==> src/hdl/ssc_pkg.sv <==
// ----------------------------------------------------------------------------
// ssc_pkg
// Shared widths, operand and store codes, controller states and the
// command / status bundles of the segment sphere crossing block.
// ----------------------------------------------------------------------------
package ssc_pkg;

  localparam int TIME_W    = 48;
  localparam int COORD_W   = 32;
  localparam int RAD_W     = 31;
  localparam int DATA_W    = TIME_W + 6 * COORD_W;   // 240, whole bytes
  localparam int OPD_W     = 67;                     // multiply operand width
  localparam int ACC_W     = 2 * OPD_W;              // product / accumulator width
  localparam int NB_W      = 7;                      // operand bit count field
  localparam int N_W       = 65;                     // squared norms, signed
  localparam int A_W       = 67;                     // d.d, signed holder
  localparam int H_W       = 66;                     // r1.d and c
  localparam int DISC_W    = 128;
  localparam int SQ_W      = DISC_W / 2;
  localparam int NUM_W     = A_W + 1;                // root numerators
  localparam int DEN_W     = A_W - 1;
  localparam int ROOT_FRAC = 32;
  localparam int Q_W       = ROOT_FRAC + 1;
  localparam int POS_SHIFT = 28;
  localparam int E_W       = TIME_W + 2;
  localparam int EV_W      = E_W + COORD_W;          // e times velocity
  localparam int PS_W      = EV_W - POS_SHIFT + 1;   // shifted product plus position
  localparam int STEP_W    = 4;
  localparam logic [RAD_W-1:0] RADIUS_RST = RAD_W'(417529856);

  // operand bit counts for the multiply-accumulate unit
  localparam logic [NB_W-1:0] NB_COORD = NB_W'(COORD_W);
  localparam logic [NB_W-1:0] NB_DIFF  = NB_W'(COORD_W + 1);
  localparam logic [NB_W-1:0] NB_WIDE  = NB_W'(H_W);
  localparam logic [NB_W-1:0] NB_FRAC  = NB_W'(Q_W + 1);

  localparam logic [STEP_W-1:0] STEP_A    = STEP_W'(7);
  localparam logic [STEP_W-1:0] STEP_H    = STEP_W'(10);
  localparam logic [STEP_W-1:0] STEP_LAST = STEP_W'(14);

  typedef enum logic [2:0] {
    A_P1, A_P2, A_D, A_RAD, A_H, A_NEGA, A_DT, A_E
  } asel_t;

  typedef enum logic [2:0] {
    B_P1, B_P2, B_D, B_RAD, B_H, B_C, B_L, B_V1
  } bsel_t;

  typedef enum logic [3:0] {
    SD_NONE, SD_N1, SD_N2, SD_RR, SD_A, SD_H, SD_DISC, SD_E, SD_POS
  } store_t;

  typedef enum logic [3:0] {
    S_IDLE, S_SEG_GO, S_SEG_WAIT, S_SQRT_GO, S_SQRT_WAIT, S_ROOT_SEL,
    S_DIV_GO, S_DIV_WAIT, S_E_GO, S_E_WAIT, S_V_GO, S_V_WAIT, S_EMIT, S_COMMIT
  } state_t;

  typedef struct packed {
    asel_t             asel;
    bsel_t             bsel;
    logic [1:0]        comp;
    logic [NB_W-1:0]   nbits;
    logic              clear;
    store_t            store;
  } mop_t;

  typedef struct packed {
    logic       capture;
    logic       commit;
    logic       mac_start;
    mop_t       op;
    store_t     store;
    logic       sqrt_start;
    logic       div_start;
    logic       root_plus;
    logic       out_load;
    logic       out_last;
  } ssc_cmd_t;

  typedef struct packed {
    logic mac_busy;
    logic sqrt_busy;
    logic div_busy;
    logic out_busy;
    logic in1;
    logic in2;
    logic out1;
    logic out2;
    logic a_zero;
    logic disc_neg;
    logic disc_zero;
    logic m_ok;
    logic p_ok;
  } ssc_sts_t;

endpackage

==> src/hdl/ssc_ctrl.sv <==
// ----------------------------------------------------------------------------
// ssc_ctrl
// Sequencer: event counting, arithmetic step order, root selection, emit.
// ----------------------------------------------------------------------------
module ssc_ctrl import ssc_pkg::*; (
  input  logic     clk,
  input  logic     rst_n,
  input  logic     in_tvalid,
  input  logic     in_first,
  input  logic     in_last,
  output logic     in_tready,
  input  ssc_sts_t sts,
  output ssc_cmd_t cmd
);

  state_t            state_r, state_nxt;
  logic [STEP_W-1:0] step_r, step_nxt;
  logic [1:0]        vcomp_r, vcomp_nxt;
  logic              root_idx_r, root_idx_nxt;
  logic [1:0]        cnt_r, cnt_nxt;
  logic              examine, skip, two_roots, cur_plus, cur_ok, next_ok;
  mop_t              sop;

  function automatic mop_t seg_step(input logic [STEP_W-1:0] s);
    mop_t m;
    m       = '0;
    m.store = SD_NONE;
    case (s)
      4'd0, 4'd1, 4'd2: begin
        m.asel = A_P1; m.bsel = B_P1; m.nbits = NB_COORD;
        m.comp = 2'(s); m.clear = (s == 4'd0);
        m.store = (s == 4'd2) ? SD_N1 : SD_NONE;
      end
      4'd3, 4'd4, 4'd5: begin
        m.asel = A_P2; m.bsel = B_P2; m.nbits = NB_COORD;
        m.comp = 2'(s - 4'd3); m.clear = (s == 4'd3);
        m.store = (s == 4'd5) ? SD_N2 : SD_NONE;
      end
      4'd6: begin
        m.asel = A_RAD; m.bsel = B_RAD; m.nbits = NB_COORD;
        m.clear = 1'b1; m.store = SD_RR;
      end
      4'd7, 4'd8, 4'd9: begin
        m.asel = A_D; m.bsel = B_D; m.nbits = NB_DIFF;
        m.comp = 2'(s - 4'd7); m.clear = (s == 4'd7);
        m.store = (s == 4'd9) ? SD_A : SD_NONE;
      end
      4'd10, 4'd11, 4'd12: begin
        m.asel = A_P1; m.bsel = B_D; m.nbits = NB_DIFF;
        m.comp = 2'(s - 4'd10); m.clear = (s == 4'd10);
        m.store = (s == 4'd12) ? SD_H : SD_NONE;
      end
      4'd13: begin
        m.asel = A_H; m.bsel = B_H; m.nbits = NB_WIDE; m.clear = 1'b1;
      end
      4'd14: begin
        m.asel = A_NEGA; m.bsel = B_C; m.nbits = NB_WIDE; m.store = SD_DISC;
      end
      default: m.store = SD_NONE;
    endcase
    return m;
  endfunction

  assign sop       = seg_step(step_r);
  assign examine   = !in_first && !in_last && (cnt_r == 2'd2);
  assign skip      = ((step_r == STEP_A) && sts.in1 && sts.in2) ||
                     ((step_r == STEP_H) && sts.a_zero);
  assign two_roots = sts.out1 && sts.out2 && !sts.disc_zero;
  assign cur_plus  = root_idx_r || sts.in1;
  assign cur_ok    = cur_plus ? sts.p_ok : sts.m_ok;
  assign next_ok   = two_roots && !root_idx_r && sts.p_ok;

  always_ff @(posedge clk) begin
    if (!rst_n) begin
      state_r    <= S_IDLE;
      step_r     <= '0;
      vcomp_r    <= '0;
      root_idx_r <= 1'b0;
      cnt_r      <= '0;
    end else begin
      state_r    <= state_nxt;
      step_r     <= step_nxt;
      vcomp_r    <= vcomp_nxt;
      root_idx_r <= root_idx_nxt;
      cnt_r      <= cnt_nxt;
    end
  end

  // next state
  always_comb begin
    state_nxt    = state_r;
    step_nxt     = step_r;
    vcomp_nxt    = vcomp_r;
    root_idx_nxt = root_idx_r;
    cnt_nxt      = cnt_r;
    case (state_r)
      S_IDLE: begin
        if (in_tvalid) begin
          step_nxt  = '0;
          state_nxt = examine ? S_SEG_GO : S_COMMIT;
          if (in_last) begin
            cnt_nxt = 2'd0;
          end else if (in_first) begin
            cnt_nxt = 2'd1;
          end else if (cnt_r != 2'd2) begin
            cnt_nxt = cnt_r + 2'd1;
          end
        end
      end
      S_SEG_GO:    state_nxt = skip ? S_COMMIT : S_SEG_WAIT;
      S_SEG_WAIT: begin
        if (!sts.mac_busy) begin
          if (step_r == STEP_LAST) begin
            state_nxt = S_SQRT_GO;
          end else begin
            step_nxt  = step_r + 1'b1;
            state_nxt = S_SEG_GO;
          end
        end
      end
      S_SQRT_GO:   state_nxt = sts.disc_neg ? S_COMMIT : S_SQRT_WAIT;
      S_SQRT_WAIT: begin
        if (!sts.sqrt_busy) begin
          root_idx_nxt = 1'b0;
          state_nxt    = S_ROOT_SEL;
        end
      end
      S_ROOT_SEL: begin
        if (cur_ok) begin
          state_nxt = S_DIV_GO;
        end else if (two_roots && !root_idx_r) begin
          root_idx_nxt = 1'b1;
        end else begin
          state_nxt = S_COMMIT;
        end
      end
      S_DIV_GO:    state_nxt = S_DIV_WAIT;
      S_DIV_WAIT:  state_nxt = sts.div_busy ? S_DIV_WAIT : S_E_GO;
      S_E_GO:      state_nxt = S_E_WAIT;
      S_E_WAIT: begin
        if (!sts.mac_busy) begin
          vcomp_nxt = 2'd0;
          state_nxt = S_V_GO;
        end
      end
      S_V_GO:      state_nxt = S_V_WAIT;
      S_V_WAIT: begin
        if (!sts.mac_busy) begin
          if (vcomp_r == 2'd2) begin
            state_nxt = S_EMIT;
          end else begin
            vcomp_nxt = vcomp_r + 2'd1;
            state_nxt = S_V_GO;
          end
        end
      end
      S_EMIT: begin
        if (!sts.out_busy) begin
          if (two_roots && !root_idx_r) begin
            root_idx_nxt = 1'b1;
            state_nxt    = S_ROOT_SEL;
          end else begin
            state_nxt = S_COMMIT;
          end
        end
      end
      S_COMMIT:    state_nxt = S_IDLE;
      default:     state_nxt = S_IDLE;
    endcase
  end

  // command outputs
  always_comb begin
    cmd       = '0;
    cmd.op    = sop;
    cmd.store = SD_NONE;
    in_tready = 1'b0;
    case (state_r)
      S_IDLE: begin
        in_tready   = 1'b1;
        cmd.capture = in_tvalid;
      end
      S_SEG_GO:   cmd.mac_start = !skip;
      S_SEG_WAIT: cmd.store = sts.mac_busy ? SD_NONE : sop.store;
      S_SQRT_GO:  cmd.sqrt_start = !sts.disc_neg;
      S_DIV_GO: begin
        cmd.div_start = 1'b1;
        cmd.root_plus = cur_plus;
      end
      S_E_GO, S_E_WAIT: begin
        cmd.op.asel  = A_DT;
        cmd.op.bsel  = B_L;
        cmd.op.nbits = NB_FRAC;
        cmd.op.clear = 1'b1;
        cmd.mac_start = (state_r == S_E_GO);
        cmd.store     = (state_r == S_E_WAIT && !sts.mac_busy) ? SD_E : SD_NONE;
      end
      S_V_GO, S_V_WAIT: begin
        cmd.op.asel  = A_E;
        cmd.op.bsel  = B_V1;
        cmd.op.comp  = vcomp_r;
        cmd.op.nbits = NB_COORD;
        cmd.op.clear = 1'b1;
        cmd.mac_start = (state_r == S_V_GO);
        cmd.store     = (state_r == S_V_WAIT && !sts.mac_busy) ? SD_POS : SD_NONE;
      end
      S_EMIT: begin
        cmd.out_load = !sts.out_busy;
        cmd.out_last = !next_ok;
      end
      S_COMMIT:   cmd.commit = 1'b1;
      default:    ;
    endcase
  end

  a_load_free: assert property (@(posedge clk) disable iff (!rst_n)
    cmd.out_load |-> !sts.out_busy)
    else $error("result loaded over a waiting result");

  a_mac_runs: assert property (@(posedge clk) disable iff (!rst_n)
    cmd.mac_start |=> sts.mac_busy)
    else $error("multiply-accumulate did not start");

  a_accept_leaves_idle: assert property (@(posedge clk) disable iff (!rst_n)
    (in_tvalid && in_tready) |=> (state_r != S_IDLE))
    else $error("request accepted without leaving idle");

  a_commit_once: assert property (@(posedge clk) disable iff (!rst_n)
    cmd.commit |=> !cmd.commit)
    else $error("event committed twice");

endmodule

==> config.mk <==
export PLATFORM = sky130hd
export DESIGN_NAME = ssc_ctrl
export DESIGN_NICKNAME = d
export VERILOG_FILES = /design/src/hdl/ssc_pkg.sv /design/src/hdl/ssc_ctrl.sv
export SDC_FILE = /design/constraint.sdc
export NUM_CORES = 1
export LEC_CHECK = 0
export BUFFER_PORTS_ARGS = -buffer_cell sky130_fd_sc_hd__buf_2
export CORE_MARGIN = 2
export CORE_UTILIZATION = 35
export DETAILED_ROUTE_END_ITERATION = 10
export SYNTH_ARGS = -nofsm -noshare
export SYNTH_HDL_FRONTEND = slang
export SYNTH_SLANG_ARGS = --single-unit
==> constraint.sdc <==
create_clock -name clk -period 3 [get_ports clk]
set_input_delay 0 -clock clk [delete_from_list [all_inputs] [get_ports clk]]
set_output_delay 0 -clock clk [all_outputs]
set_load 0.02 [all_outputs]
==> results of run 1 <==
[registers in the layout, summed over array words and instances (netlist names)]
name,cells
root_idx_r,1
cnt_r,2
step_r,4
state_r,4
vcomp_r,2
[cell usage after synthesis (2+ instances only)]
cell type  number  area (um2)
nor2b_1         6        37.5
nand2_1        21        78.8
mux2i_1         3        30.0
xnor2_1         3        26.3
a21boi_1        2        15.0
a22o_1          3        26.3
buf_4           6        45.0
nor3b_1         2        15.0
nor2_1         24        90.1
or3_1           4        25.0
o311ai_1        2        17.5
a21oi_1        16        80.1
a211oi_1        2        15.0
ha_1            8         100
inv_2           2        7.51
o21ai_0         6        30.0
o311a_1         2        20.0
or2_1           3        18.8
nand2b_1        5        31.3
inv_1          11        41.3
o21a_1          2        15.0
dfxtp_1        13         260
clkbuf_1        8        30.0
nand3_1         9        45.0
o21ai_1         4        20.0
nor3_1         10        50.1
o211ai_1        5        37.5
o221ai_1        3        26.3
nand3b_1        2        15.0
buf_2           6        30.0
[final cells by class]
type,instances,area [um2],share of cell area (%)
flip-flops and latches,13,260,14.9
inverters,13,48.8,2.80
clock buffers,4,45.0,2.58
multi-input cells,174,1080,62.0
repair buffers,48,245,14.1
well taps,50,62.6,3.59
[cell families after synthesis]
group                      Yosys count
and+or+nand+nor                     93
xor gates and xnor gates             3
DFF                                 13
muxes                                4
buffers and inverters               34
other                                1
adders and majority gates            8
AOI/OAI and AO/OA                   62
[stage by stage]
stage,area (um2),cells,setup WS (ns)
detailed placement,1700,298,0.923
CTS,1740,302,0.649
global placement,1700,298,0.951
global route,1740,302,0.399
finish,1740,302,0.670
floorplan,1500,221,0.872
[routing by layer]
| metal | track usage (%) | part of all wire (%) | up-vias |
|---|---|---|---|
| li1 | - | - | 845 |
| met1 | 23.6 | 49 | 742 |
| met2 | 25.4 | 44 | 55 |
| met3 | 4.07 | 6.8 | 0 |
| met4 | 1.96 | 0 | 0 |
| met5 | 0 | 0 | - |
[power groups by stage]
stage / Clock, mW / Sequential [mW] / Combinational (mW)
global route: 0.173 / 0.353 / 1.02
finish: 0.161 / 0.339 / 0.910
floorplan: 0 / 0.245 / 0.794
global placement: 0 / 0.339 / 0.914
detailed placement: 0 / 0.340 / 0.907
CTS: 0.165 / 0.335 / 0.912
[worst max-delay path, cell delays in order (launching register included)]
cell,delay [ns]
dfxtp_1,0.47
inv_1,0.13
ha_1,0.36
o311ai_1,0.56
nor2_1,0.08
a221oi_1,0.22
a21oi_1,0.10
buf_2,0.16
[path summary, 6_finish.rpt]
path,end,startpoint,slack (ns)
worst max-delay path,cmd[22],step_r[0],0.67
worst min-delay path,root_idx_r,sts[11],0.05
worst min register to register,vcomp_r[0],vcomp_r[0],0.47
worst max register to register,vcomp_r[0],state_r[3],0.96
==> results.cfg, run 1 <==
[timing]
drv_slew = 0
period_needed_ns = 2.33
fmax_mhz = 429
slew_headroom_pct = 53.6
rsz0062_at_grt = false
skew_ns = 0.00534
worstMarginPinSlew_ns = 0.695
setup_viol = 0
hold_slack_ns = 0.0505
finalHoldViolCount = 0
finalSetupTns_ns = 0
fin_crit_sh_pct = 77.7

[pwr]
power.share.switching_pct = 52.2
pwr-share-comb_pct = 64.5
p_sw_mw = 0.736
power_density_nw_per_um2 = 809
peakVddDrop_v = 0.000385
intPower_mw = 0.674
power_leakage_nw = 0.777
seqPwrFrac_pct = 24.1
p_clk_share_pct = 11.4
power_mw = 1.41

[worst_hold_path]
min_path_type = in2reg
holdPathStages = 2

[global_route]
antenna_found_initial = 0
grt_pass1_vias = 1421
overflow = 0
grt_usage_pct = 16.4
grt_max_degree = 22
grt_pass1_wl_um = 6710

[clocking]
cts_made_buffers = 3
cts-resized-gates = 0
cts_tree = yes
clk_pin_slew_ns = 0.06
clkLatencyLatePin_ns = 0.25
post_cts_buffers = 0
hold_buffers = 0
root_buffer = clkbuf_8
cts.sink_count = 13
htree_levels = 1
clock_path_buffers = 2

[finish]
diodes = 0
final_util_pct = 43.0
final_cell_mix = buf_2, nor2_1, nand2_1, a21oi_1, dfxtp_1
syn2layout_area_growth_pct = 17.2
fillCellCount = 444
nets = 279
final_common_cell = buf_2
drive_gt1_share_pct = 22.2

[floorplan]
die_w_um = 69.2
core-area_um2 = 4060
io_pins = 51
fp.dieH_um = 69.2
rows = 23
start_util_pct = 36.7
dieArea_um2 = 4790

[routing]
drt_iter0_drc = 115
vias = 1642
ant_nets = 0
route.detailed.drc = 0
wl_per_cell_um = 12.7
drtPass1Iterations = 4
via_per_inst = 5.44
wirelength_um = 3850

[worst_setup_path]
cp-end-kind = output port
crit_fanout = 12
ff2ff_path_depth = 4
worstSetupPathType = reg2out
crit_required_ns = 3.00
start_kind = flop
cp_data_arrival_time_ns = 2.33

[placed_design]
port-buffer-count = 46
place.gp.congestion = 0.808
hpwlAfterDp_um = 2990

[synthesis]
synth-simple-area-share_pct = 30.9
synth_compound_area_share_pct = 29.5
netlist_instances = 218
ys.flop_type = dfxtp_1
synthAdderAreaFrac_pct = 6.73
ys_ff_latch = 13
synth_top_family_by_area = simple AND/OR/NAND/NOR gates
ys_seq_area_share_pct = 17.5
synth_cell_type_count = 55
postSynth.asyncResetShare_pct = 0
yosysWarnings = 0
synth_edf_count = 0
avgSynthCellArea_um2 = 6.82
synthXorXnorAreaFrac_pct = 1.77
netlist_area_um2 = 1490
synthMuxAreaShare_pct = 2.78

[flow_run]
maxCapViolCount = 0

[outcome]
status = completed
Note: power is estimated with default switching activity, not from simulation.
==> inputs of run 2 (changes only) <==
==> constraint.sdc (replaced) <==
create_clock -name clk -period 2.35 [get_ports clk]
set_input_delay 0 -clock clk [delete_from_list [all_inputs] [get_ports clk]]
set_output_delay 0 -clock clk [all_outputs]
set_load 0.02 [all_outputs]
==> results.cfg, run 2 (synthesis results as in run 1) <==
[clocking]
htree_levels = 1
cts_made_buffers = 3
clkLatencyLatePin_ns = 0.25
clock_path_buffers = 2
root_buffer = clkbuf_8
cts_tree = yes
hold_buffers = 0
clk_pin_slew_ns = 0.06
cts.sink_count = 13

[timing]
setup_viol = 0
fin_crit_sh_pct = 90.1
worstMarginPinSlew_ns = 0.663
period_needed_ns = 2.12
finalHoldViolCount = 0
skew_ns = 0.00267
slew_headroom_pct = 55.7
fmax_mhz = 472
rsz0062_at_grt = false
layout_setup_ws_ns = 0.232
drv_slew = 0
finalSetupTns_ns = 0
hold_slack_ns = 0.0559

[worst_setup_path]
crit_fanout = 8
cp-end-kind = output port
crit_required_ns = 2.35
cp_num_buf_inv = 2
crit_family = compound AO/OA/AOI/OAI gates
path_cells = inv_1 -> ha_1 -> nand2b_1 -> o221ai_1 -> nand2_1 -> a221oi_1 -> a21oi_1 -> buf_2
slowest_delay_ns = 0.41
cpMaxStageDelayCell = dfxtp_2
worstSetupPathType = reg2out
cp_data_arrival_time_ns = 2.12
start_kind = flop

[finish]
syn2layout_area_growth_pct = 20.6
largest_registers = state_r (4), step_r (4)
final_common_cell = buf_2
fin_area_um2 = 1790
final_cell_mix = buf_2, nor2_1, nand2_1, a21oi_1
drive_gt1_share_pct = 25.6
nets = 285
diodes = 0
fin_cells = 308
multiInputGateArea_um2 = 1080
register_area_um2 = 263
fillCellCount = 435

[floorplan]
rows = 23
io_pins = 51
start_util_pct = 36.7
core-area_um2 = 4060
dieArea_um2 = 4790
fp.dieH_um = 69.2
die_w_um = 69.2

[routing]
drtPass1Iterations = 5
via_per_inst = 5.45
drt_iter0_drc = 116
wl_per_cell_um = 13.1
ant_nets = 0
wirelength_um = 4020
vias = 1678
route.detailed.drc = 0

[global_route]
antenna_found_initial = 0
grt_use_met1_pct = 23.9
use_met2_pct = 28.1
grt_pass1_vias = 1484
grt_usage_pct = 17.2
met3_usage_pct = 3.49
grt_max_degree = 22
grt_pass1_wl_um = 6990
overflow = 0
grt.busiest_layer = met2

[flow_run]
maxCapViolCount = 0

[placed_design]
dp.cells = 304
placed_cell_area_um2 = 1740
place.gp.congestion = 0.844
port-buffer-count = 46
dpl_worst_slack_ns = 0.333
hpwlAfterDp_um = 3150

[outcome]
status = completed

[pwr]
power_density_nw_per_um2 = 1040
power_leakage_nw = 0.810
peakVddDrop_v = 0.000561

[worst_hold_path]
min_path_type = in2reg
==> run 2: path summary, 6_finish.rpt <==
kind | slack [ns] | startpoint | end | cells after the start
setup / recovery | 0.23 | step_r[0] | cmd[22] | 8
hold / removal | 0.06 | in_last | cnt_r[1] | 4
setup reg to reg | 0.41 | state_r[0] | state_r[1] | 4
hold reg to reg | 0.47 | vcomp_r[0] | vcomp_r[0] | 2
==> run 2: layer usage <==
metal / up-vias / part of all wire, %
met5: - / 0
met2: 60 / 45
li1: 862 / -
met3: 4 / 7.4
met4: 0 / 0.42
met1: 752 / 47
==> run 2: what timing repair did <==
item,in CTS,in global routing
gates resized for setup,0,3
setup endpoints to repair,0,4
setup buffers,0,0
==> run 2: through the flow <==
step / power (mW) / utilization [%]
2_1_floorplan: 1.33 / -
3_3_place_gp: 1.65 / 43.0
3_5_place_dp: 1.65 / 43.0
4_1_cts: 1.87 / 44.1
5_1_grt: 2.05 / 44.2
6_report: 1.87 / 44.2
==> run 2: worst register-to-register path, stage by stage, from the launching register on <==
cell	delay [ns]
dfxtp_1	0.63
nor4bb_1	0.43
o311ai_1	0.24
o2111a_1	0.33
a22o_1	0.21
==> run 2: final cells by class <==
cell class                      instances  area share [%]
Clock buffer                            3            2.30
Tap cell                               50            3.49
Clock inverter                          1           0.279
Timing Repair Buffer                   54            16.2
Inverter                               13            2.72
Sequential cell                        13            14.6
Multi-Input combinational cell        174            60.4
==> run 2: power breakdown <==
| part | switching [mW] | total (mW) | internal, mW | leakage [nW] |
|---|---|---|---|---|
| clock network | 0.0913 | 0.209 | 0.117 | 0.0255 |
| logic | 0.739 | 1.25 | 0.515 | 0.677 |
| registers | 0.132 | 0.406 | 0.274 | 0.107 |
| total | 0.962 | 1.87 | 0.907 | 0.810 |
